--- src/iwf_pkg.sv ---
// shared types and codes for the incremental water filling block
// no dependencies
`timescale 1ns / 1ps
`default_nettype none

package iwf_pkg;

    typedef enum logic [1:0] {
        MODE_LOAD = 2'd0,
        MODE_RUN  = 2'd1,
        MODE_READ = 2'd2,
        MODE_NONE = 2'd3
    } mode_t;

    localparam logic [2:0] REG_FILL_RATE  = 3'd0;
    localparam logic [2:0] REG_THRESHOLD  = 3'd1;
    localparam logic [2:0] REG_ITER_CAP   = 3'd2;
    localparam logic [2:0] REG_COLS       = 3'd3;
    localparam logic [2:0] REG_ROWS       = 3'd4;

    typedef struct packed {
        logic [1:0]  mode;
        logic [11:0] pixel_index;
        logic [7:0]  pixel_value;
    } in_word_t;

    typedef struct packed {
        logic [7:0]  filled_value;
        logic [15:0] sweep_count;
        logic        converged;
    } out_word_t;

    typedef enum logic [2:0] {
        SW_IDLE,
        SW_CLEAR,
        SW_TEST,
        SW_DECIDE,
        SW_UPDATE
    } sweep_state_t;

    typedef enum logic [1:0] {
        T_IDLE,
        T_READ,
        T_RUN
    } top_state_t;

endpackage

`default_nettype wire

--- src/iwf_sweep.sv ---
// fill sequencer: clearing pass, settle test and jacobi update sweeps
// depends on iwf_pkg; drives the memories in iwf_store
`timescale 1ns / 1ps
`default_nettype none

module iwf_sweep #(
    parameter int WATER_FRAC_BITS = 8,
    parameter int AW              = 12,
    parameter int CW              = 7,
    parameter int RW              = 7
) (
    input  wire logic          clk,
    input  wire logic          rst_n,
    input  wire logic          start,
    input  wire logic [6:0]    rate,
    input  wire logic [7:0]    thr,
    input  wire logic [15:0]   cap,
    input  wire logic [CW-1:0] cols,
    input  wire logic [RW-1:0] rows,
    output logic               busy,
    output logic               bank,
    output logic [15:0]        sweeps,
    output logic               settled,
    output logic [AW-1:0]      gnd_raddr,
    input  wire logic [7:0]    gnd_rdata,
    output logic [AW:0]        wat_raddr,
    input  wire logic [15:0]   wat_rdata,
    output logic               wat_we,
    output logic [AW:0]        wat_waddr,
    output logic [15:0]        wat_wdata
);
    import iwf_pkg::*;

    localparam int F  = WATER_FRAC_BITS;
    localparam int TW = (((8 + F) > 16) ? (8 + F) : 16) + 1;
    localparam int LW = TW + 3;
    localparam int PW = LW + 8;
    localparam int IW = AW + 1;
    localparam logic signed [PW-1:0] HALF_LSB = 128;
    localparam logic signed [PW:0]   WMAX = 65535;

    sweep_state_t st_reg, st_next;
    logic [AW:0]    clr_reg;
    logic [RW-1:0]  r_reg;
    logic [CW-1:0]  c_reg;
    logic [IW-1:0]  base_reg;
    logic [2:0]     ph_reg;
    logic           bank_reg, quiet_reg, run_reg, settled_reg;
    logic [15:0]    sweeps_reg;
    logic [TW-1:0]  ctr_reg;
    logic [15:0]    wold_reg;
    logic [TW+1:0]  acc_reg;
    logic signed [LW-1:0] lap_reg;
    logic signed [PW-1:0] prod_reg;

    logic [TW-1:0]  tot;
    logic [IW-1:0]  idx, addr;
    logic [CW-1:0]  c_last;
    logic [RW-1:0]  r_last;
    logic           pix_last, clr_last, stop;
    logic signed [PW-1:0] incr, rise, thr_s;
    logic signed [PW:0]   wsum;
    logic [15:0]    wnew;

    assign tot      = (TW'(gnd_rdata) << F) + TW'(wat_rdata);
    assign idx      = base_reg + IW'(c_reg);
    assign c_last   = cols - CW'(3);
    assign r_last   = rows - RW'(3);
    assign pix_last = (c_reg == c_last) && (r_reg == r_last);
    assign clr_last = &clr_reg;
    assign stop     = quiet_reg || (sweeps_reg >= cap);

    // update arithmetic
    always_comb
    begin
        incr  = (prod_reg + HALF_LSB) >>> 8;
        wsum  = (PW+1)'($signed({1'b0, wold_reg})) + (PW+1)'(incr);
        if (wsum < 0)
            wnew = 16'd0;
        else if (wsum > WMAX)
            wnew = 16'hFFFF;
        else
            wnew = wsum[15:0];
        rise  = $signed(PW'(wnew)) - $signed(PW'(wold_reg));
        thr_s = $signed(PW'({thr, {F{1'b0}}}));
    end

    always_comb
    begin
        st_next = st_reg;
        unique case (st_reg)
            SW_IDLE:   if (start) st_next = SW_CLEAR;
            SW_CLEAR:  if (clr_last) st_next = run_reg ? SW_TEST : SW_IDLE;
            SW_TEST:   if (ph_reg == 3'd1 && pix_last) st_next = SW_DECIDE;
            SW_DECIDE: st_next = stop ? SW_IDLE : SW_UPDATE;
            SW_UPDATE: if (ph_reg == 3'd7 && pix_last) st_next = SW_DECIDE;
            default:   st_next = SW_IDLE;
        endcase
    end

    always_comb
    begin
        case (ph_reg)
            3'd1:    addr = idx - IW'(cols);
            3'd2:    addr = idx + IW'(cols);
            3'd3:    addr = idx - IW'(1);
            3'd4:    addr = idx + IW'(1);
            default: addr = idx;
        endcase
        gnd_raddr = addr[AW-1:0];
        wat_raddr = {bank_reg, addr[AW-1:0]};
        wat_we    = (st_reg == SW_CLEAR) || (st_reg == SW_UPDATE && ph_reg == 3'd7);
        wat_waddr = (st_reg == SW_CLEAR) ? clr_reg : {~bank_reg, idx[AW-1:0]};
        wat_wdata = (st_reg == SW_CLEAR) ? 16'd0 : wnew;
        busy      = (st_reg != SW_IDLE);
        bank      = bank_reg;
        sweeps    = sweeps_reg;
        settled   = settled_reg;
    end

    always_ff @(posedge clk or negedge rst_n)
    begin
        if (!rst_n)
        begin
            st_reg      <= SW_CLEAR;
            clr_reg     <= '0;
            run_reg     <= 1'b0;
            bank_reg    <= 1'b0;
            sweeps_reg  <= '0;
            settled_reg <= 1'b0;
            quiet_reg   <= 1'b1;
            ph_reg      <= '0;
            r_reg       <= RW'(1);
            c_reg       <= CW'(1);
            base_reg    <= '0;
        end
        else
        begin
            st_reg <= st_next;
            case (st_reg)
                SW_IDLE:
                begin
                    if (start)
                    begin
                        run_reg     <= 1'b1;
                        clr_reg     <= '0;
                        sweeps_reg  <= '0;
                        settled_reg <= 1'b0;
                        bank_reg    <= 1'b0;
                    end
                end
                SW_CLEAR:
                begin
                    clr_reg   <= clr_reg + 1'b1;
                    r_reg     <= RW'(1);
                    c_reg     <= CW'(1);
                    base_reg  <= IW'(cols);
                    ph_reg    <= '0;
                    quiet_reg <= 1'b1;
                end
                SW_DECIDE:
                begin
                    if (quiet_reg)
                    begin
                        settled_reg <= 1'b1;
                        run_reg     <= 1'b0;
                    end
                    else if (stop)
                    begin
                        settled_reg <= 1'b0;
                        run_reg     <= 1'b0;
                    end
                    else
                    begin
                        sweeps_reg <= sweeps_reg + 16'd1;
                        quiet_reg  <= 1'b1;
                        r_reg      <= RW'(1);
                        c_reg      <= CW'(1);
                        base_reg   <= IW'(cols);
                        ph_reg     <= '0;
                    end
                end
                SW_TEST, SW_UPDATE:
                begin
                    case (ph_reg)
                        3'd1:
                        begin
                            ctr_reg  <= tot;
                            wold_reg <= wat_rdata;
                        end
                        3'd2:    acc_reg <= (TW+2)'(tot);
                        3'd3, 3'd4: acc_reg <= acc_reg + (TW+2)'(tot);
                        3'd5:    lap_reg <= $signed(LW'(acc_reg) + LW'(tot)
                                                    - LW'({ctr_reg, 2'b00}));
                        3'd6:    prod_reg <= lap_reg * $signed({1'b0, rate});
                        default: ;
                    endcase
                    if ((st_reg == SW_TEST && ph_reg == 3'd1) ||
                        (st_reg == SW_UPDATE && ph_reg == 3'd7))
                    begin
                        ph_reg <= '0;
                        if (st_reg == SW_TEST && gnd_rdata > thr)
                            quiet_reg <= 1'b0;
                        if (st_reg == SW_UPDATE && rise > thr_s)
                            quiet_reg <= 1'b0;
                        if (st_reg == SW_UPDATE && pix_last)
                            bank_reg <= ~bank_reg;
                        if (c_reg == c_last)
                        begin
                            c_reg    <= CW'(1);
                            r_reg    <= r_reg + RW'(1);
                            base_reg <= base_reg + IW'(cols);
                        end
                        else
                        begin
                            c_reg <= c_reg + CW'(1);
                        end
                    end
                    else
                    begin
                        ph_reg <= ph_reg + 3'd1;
                    end
                end
                default: ;
            endcase
        end
    end

`ifndef SYNTHESIS
    a_test_phase: assert property (@(posedge clk) disable iff (!rst_n)
        (st_reg == SW_TEST) |-> (ph_reg <= 3'd1))
        else $error("settle test phase out of range");
    a_bank_split: assert property (@(posedge clk) disable iff (!rst_n)
        (st_reg == SW_UPDATE && wat_we) |-> (wat_waddr[AW] != wat_raddr[AW]))
        else $error("update writes the bank it reads");
    a_cap: assert property (@(posedge clk) disable iff (!rst_n)
        (st_reg == SW_DECIDE && !quiet_reg && sweeps_reg >= cap) |=> !busy)
        else $error("sweep cap not honored");
    a_bank_flip: assert property (@(posedge clk) disable iff (!rst_n)
        (st_reg != SW_UPDATE && st_reg != SW_IDLE) |=> $stable(bank_reg))
        else $error("bank changed outside an update sweep");
`endif

endmodule

`default_nettype wire

--- config.mk ---
export PLATFORM = sky130hd
export DESIGN_NAME = iwf_sweep
export DESIGN_NICKNAME = d
export VERILOG_FILES = /design/src/iwf_pkg.sv /design/src/iwf_sweep.sv
export SDC_FILE = /design/constraint.sdc
export NUM_CORES = 1
export LEC_CHECK = 0
export BUFFER_PORTS_ARGS = -buffer_cell sky130_fd_sc_hd__buf_2
export CORE_MARGIN = 2
export CORE_UTILIZATION = 47
export DETAILED_ROUTE_END_ITERATION = 7
export PLACE_DENSITY_LB_ADDON = 0.1
export SLEW_MARGIN = 20
export SYNTH_ARGS = -nofsm -noshare
export SYNTH_HDL_FRONTEND = slang
export SYNTH_SLANG_ARGS = --single-unit
--- constraint.sdc ---
create_clock -name clk -period 5.9 [get_ports clk]
set_input_delay 0.885 -clock clk [delete_from_list [all_inputs] [get_ports clk]]
set_output_delay 0.885 -clock clk [all_outputs]
set_load 0.01 [all_outputs]
Word-level counts from Yosys, hierarchy flattened
Cells that the tools add are included.

storage, ports and cells
  flip-flop bits (word level) = 166
  output and inout port bits = 74
  word-level logic and storage cells = 153

cells by class
  add/sub/neg operators = 20
  $mul = 1
  order comparisons = 5
  equal/unequal tests = 24
  muxes and demuxes = 52
  bitwise gates (word level) = 1
  reduce and logical (&&, ||, !) cells = 34

operator list
  kind                                                  number
  two-way mux 16 bit                                    6
  two-way mux 13 bit                                    6
  one-hot mux 12 bit (4 select lines)                   1
  two-way mux 7 bit                                     6
  one-hot mux 7 bit (3 select lines)                    2
  one-hot mux 13 bit (3 select lines)                   1
  one-hot mux 19 bit (2 select lines)                   1
  one-hot mux 16 bit (2 select lines)                   1
  adder 28 x 9 -> 28 bit, second input constant         1
  multiplier 20 x 8 -> 28 bit                           1
  one-hot mux 13 bit (2 select lines)                   1
  adder 12 x 7 -> 12 bit                                2
  two-way mux 3 bit                                     8
  adder 17 x 20 -> 21 bit                               1
  > comparator 21 x 17 -> 1 bit, second input constant  1
  < comparator 21 x 1 -> 1 bit, second input constant   1
  AND reduction 3 bit                                   7
  adder 19 x 17 -> 20 bit                               1
  subtractor 20 x 19 -> 20 bit                          1
  adder 19 x 17 -> 19 bit                               1
  != test 2 bit, second input constant                  9
  adder 16 x 16 -> 17 bit                               1
  > comparator 17 bit                                   1
  subtractor 16 x 16 -> 17 bit                          1
  33 further kinds                                      75

Longest topological paths before layout
  depth in word-level cells = 11
  gate-level depth with buffers = 35
  depth with buffers taken out = 34

Least setup slack after synthesis
No wires, ideal clock.

  path type = reg-to-reg
  start point = register prod_reg[9]
  end point = register quiet_reg
  data arrival time = 5882 ps
  data required time = 5823 ps
  setup slack = -59 ps
  stages on the path, launching flop included = 33
  path buffers = 3
  cells stage by stage = edfxtp_1 nand3_1 or3_1 clkbuf_1 nor2_1 xor2_1 ha_1 clkbuf_1 nand3_1 o31ai_1 nand4_1 a31oi_1 nand3b_1 a21oi_1 buf_2 nand2_1 fa_1 a21o_1 a21oi_1 o21ai_0 nand2_1 o21ai_1 o311ai_0 nand2b_1 a21oi_1 xnor2_1 ha_1 inv_1 a2111oi_0 nand3_1 nor3_1 nand3_1 a31oi_1

on the way
  word-level cells in the longest chain between the ends = 11
  elaborated cells between the ends (all ways) = 14
  classes of those cells = add/sub (3); order compare (3); eq/ne (1); mux (5); reduce/logical (2)

ends and longest elaborated chain
  element                             RTL line          source
  start, declared                     iwf_sweep.sv:54   logic signed [PW-1:0] prod_reg;
  start signal, assigned              iwf_sweep.sv:195  3'd6: prod_reg <= lap_reg * $signed({1'b0, rate});
  adder 28 x 9 -> 28 bit *            iwf_sweep.sv:76   incr = (prod_reg + HALF_LSB) >>> 8;
  adder 17 x 20 -> 21 bit *           iwf_sweep.sv:77   wsum = (PW+1)'($signed({1'b0, wold_reg})) + (PW+1)'(incr);
  > comparator 21 x 17 -> 1 bit       iwf_sweep.sv:80   else if (wsum > WMAX)
  two-way mux 16 bit                  iwf_sweep.sv:80
  two-way mux 16 bit *                iwf_sweep.sv:78   if (wsum < 0)
  subtractor 16 x 16 -> 17 bit *      iwf_sweep.sv:84   rise = $signed(PW'(wnew)) - $signed(PW'(wold_reg));
  > comparator 17 bit *               iwf_sweep.sv:204  if (st_reg == SW_UPDATE && rise > thr_s)
  logical AND 1 bit *                 iwf_sweep.sv:204
  two-way mux 1 bit                   iwf_sweep.sv:204
  two-way mux 1 bit                   iwf_sweep.sv:198  if ((st_reg == SW_TEST && ph_reg == 3'd1) ||
  one-hot mux 1 bit (3 select lines)  iwf_sweep.sv:140  case (st_reg)
  end signal, assigned                iwf_sweep.sv:159  quiet_reg <= 1'b1;
  end signal, assigned                iwf_sweep.sv:203  quiet_reg <= 1'b0;
  end signal, assigned                iwf_sweep.sv:205  quiet_reg <= 1'b0;
  end, declared                       iwf_sweep.sv:48   logic bank_reg, quiet_reg, run_reg, settled_reg;

Every way passes the cells marked *; elsewhere a longest branch is shown, timed or not. The select of a mux whose other input is x is not followed.
A chain may end at the register's enable or synchronous reset.

Worst setup path in the final report
  start point = register prod_reg[7]
  end point = register quiet_reg

The elaborated chain is that of the path after synthesis.

==> summary.md <==
The area of the placeable core is 37760 um2, and the total power divided by cell area is 266.3 nW/um2. Setup repair after global routing could not meet its margin everywhere. The detailed placer's ending HPWL came out at 37500 um. The number of enable-type register cells in the synthesized netlist is 85. The slowest library cell on the worst path is edfxtp_1. Power comes to 5.473 mW. The most common cell after layout, fill and taps aside is inv_1.

The tightest hold path in the finished design has a slack of 0.3798 ns. From synthesis to final layout, the design area changed by 14.03%. The Yosys step of the flow raised 0 warnings. Summed over all cells, the static leakage comes to 9.846 nW. Final critical delay including setup and external delays: 5.848 ns. The tool flagged a number of max-cap violations equal to 0. The setup path with the least slack is of type reg2reg. Between clock sinks in the finished design, the worst skew comes to 0.01304 ns. The summed negative setup slack over all endpoints was 0 ns; the share of the cycle needed by the critical path after routing was 0.9912. The number of hold buffers added after CTS was 0.

The final routed wirelength across all metal layers was 46120 um; the pin count of the biggest net entering global routing was 55. The total of flip-flops plus latches after synthesis was 150. In the post-synthesis netlist, the biggest area contributors are ha_1 14%, edfxtp_1 14%, fa_1 14%. For the worst relative slew slack, the log shows 0.3172. The run gives 0 as the number of endpoints failing setup at the final stage. For the unique cell type count in the Yosys netlist, the log shows 78. The global-route wire length before repair was 76440 um. The tools report the startpoint of the lowest-slack register-to-register path as prod_reg[7].

After clock tree synthesis, the clock-pin slew on the worst setup and hold paths is 0.07 ns. For this run, the leading register cell type out of synthesis is edfxtp_1. At the worst endpoint, the arrival time is 6.21 ns.

The tools report the destination of the worst register-to-register timing path as quiet_reg. The tightest min-delay check is of the in2async type. At the end of routability-driven placement, the weighted congestion stood at 0.9121. The floorplan has 71 rows.

The run gives 4 as the level count of the clock H-tree. The I/O pin count came out at 146. Clock tree synthesis found a total of 150 sinks.

Of all nets on the critical path, the largest fanout is 3. Counting cells, the worst reg-to-reg path comes to 35. At the pin with the least slew margin, the transition time is 1.024 ns. TritonCTS created 17 clock buffers.

The routed length per placed instance was 16.54 um. The floorplan step set the die width to 199.8 um. After global routing the overflow that remains totals 0. Kind of capture point of the worst setup path: a flip-flop.

After the first detailed-routing iteration, the DRC count stood at 688. The worst setup path is launched from a flip-flop. The area share of the largest cell type after synthesis was 0.1430. For the required time of the critical path, the log shows 6.26 ns.

The die boundary height came out at 199.8 um. The cell area after placement was 19720 um2; the number of nets in the layout was 2670. The setup check on the worst reg-to-reg path leaves a slack of 0.05 ns. The number of antenna violations at the first check in global routing came out at 4.

The logs give 0 for the final hold violation count and 5 for the first-pass detailed-route iteration total. CTS placed an instance of clkbuf_16 at the clock tree root. The mapped netlist covers 18020 um2. The synthesized net count came out at 2471. TritonCTS built the clock tree. The number of flip-flops under the largest register name came out at 21. The logs give 0.5443 for the utilization after layout and 0 for the max-slew violation total from the final report. The remaining antenna violation count after routing was 0. The all-layer global routing usage was 0.2411; the post-synthesis area per instance was 8.723 um2. On the worst path, the slowest cell contributes a delay of 0.38 ns. The clock network latency to the later pin of the worst-skew pair was 0.44 ns.

Mean number of vias per cell: 5.328. The count of buffers added on input and output ports is 145. The finished cells cover 20550 um2.

The flow ran to the end, and the final reports show no timing, DRC or antenna violations. Based on the critical path, the design can be clocked at up to 0.1710 GHz. In the layout the commonest cells are 271 x inv_1, 213 x nand2_1, 203 x ha_1. Share of async-settable or async-resettable flops after synthesis: 0.4333. In this design, the critical path's most frequently occurring cell is a21oi_2. The number of remaining DRC errors is 0. The logs give 0.2322 for the part of the Yosys area used for sequential elements and 0.4773 for the initial cell density of the core. IR analysis of the VDD net gives a maximum drop of 218.3 uV.

The library cell occupying the most area in the post-synthesis netlist is ha_1. The die footprint is 39920 um2. Launching element of the worst setup path: prod_reg[7].

The tools report the via count of the first global-routing pass as 15120. The tools report the maximum buffer depth of the clock tree as 2. After technology mapping, the gate count stands at 2066. The detailed router placed 14860 vias in this run. The antenna diode instance count is 0, and the fraction of final layout cells sized beyond drive strength 1 is 0.1475.
-- synthesized netlist by cell type (all sizes together), types with 7 or more instances --
cell    instances
nand2b         20
dfrtp          61
and3           23
a21boi          9
buf            24
xnor2          95
nor2          142
nor3           35
edfxtp         85
and2          106
a211oi         13
a21oi         149
nor2b          18
nand3          40
o211ai          7
o21bai         10
ha            206
clkbuf         37
a31oi          18
o21ai          84
xor2           52
a21o           41
o31ai          26
nor4            7
fa            127
nand4          21
o21a           27
inv           271
nand2         216
o22a            7
-- layer usage --
metal,track usage,up-vias,routed length [um]
met5,0,-,53
met4,0.06667,8,1100
met3,0.02873,69,1434
met2,0.4372,257,23290
met1,0.3025,7130,20240
li1,-,7395,-
-- per-stage QoR --
stage | setup WS, ns | cells
4_1_cts | 0.01187 | 2782
5_1_grt | -0.3928 | 2789
6_report | 0.05218 | 2789
3_5_place_dp | -0.2824 | 2744
2_1_floorplan | 0.04245 | 2066
3_3_place_gp | -0.1275 | 2744
-- worst max-delay path by stage --
stage                     end  slack, ns  cells after the start
finish              quiet_reg       0.05                     35
global route        quiet_reg      -0.39                     34
CTS                 quiet_reg       0.01                     33
detailed placement  quiet_reg      -0.28                     32
global placement    quiet_reg      -0.13                     31
floorplan           quiet_reg       0.04                     32
-- report_power, final --
group,total [mW],switching [mW],leakage (nW),internal [mW]
Clock,1.10,0.475,0.293,0.629
Combinational,3.03,1.80,7.93,1.23
Sequential,1.34,0.0884,1.63,1.25
Total,5.47,2.36,9.85,3.11
-- cells by family (layout without fill, tap and decap cells) --
logic type | after synthesis | after routing | synth area share
AOI/OAI and AO/OA | 434 | 434 | 0.1534
DFF | 150 | 150 | 0.2322
and+or+nand+nor | 663 | 663 | 0.1811
adders and majority gates | 333 | 333 | 0.2841
buffers and inverters | 332 | 544 | 0.07360
xor gates and xnor gates | 147 | 147 | 0.07144
muxes | 7 | 7 | 0.004096
-- area by class of cell --
cell class | instances | area, um2
Timing Repair Buffer | 241 | 1446
Multi-Input combinational cell | 1584 | 12680
Inverter | 271 | 1017
Tap cell | 511 | 639.4
Clock inverter | 11 | 106.4
Clock buffer | 21 | 475.5
Sequential cell | 150 | 4184
Fill cell | 3593 | 17210
-- worst max-delay path, delay by kind of cell, from the launching register on --
family                   cells  cell delay (ns)
XOR/XNOR                     2             0.30
AO/OA/AOI/OAI               15             2.39
buffers and inverters        3             0.29
AND/OR/NAND/NOR             10             1.17
adder cells (fa/ha/maj)      5             1.26
flip-flops                   1             0.38
-- what timing repair did --
action / in CTS / in global routing
setup buffers: 6 / 7
pin swaps: 14 / 14
endpoints found under the setup margin: 1 / 3
resized for setup: 22 / 19
No activity file was read; power rests on OpenSTA's default activity.
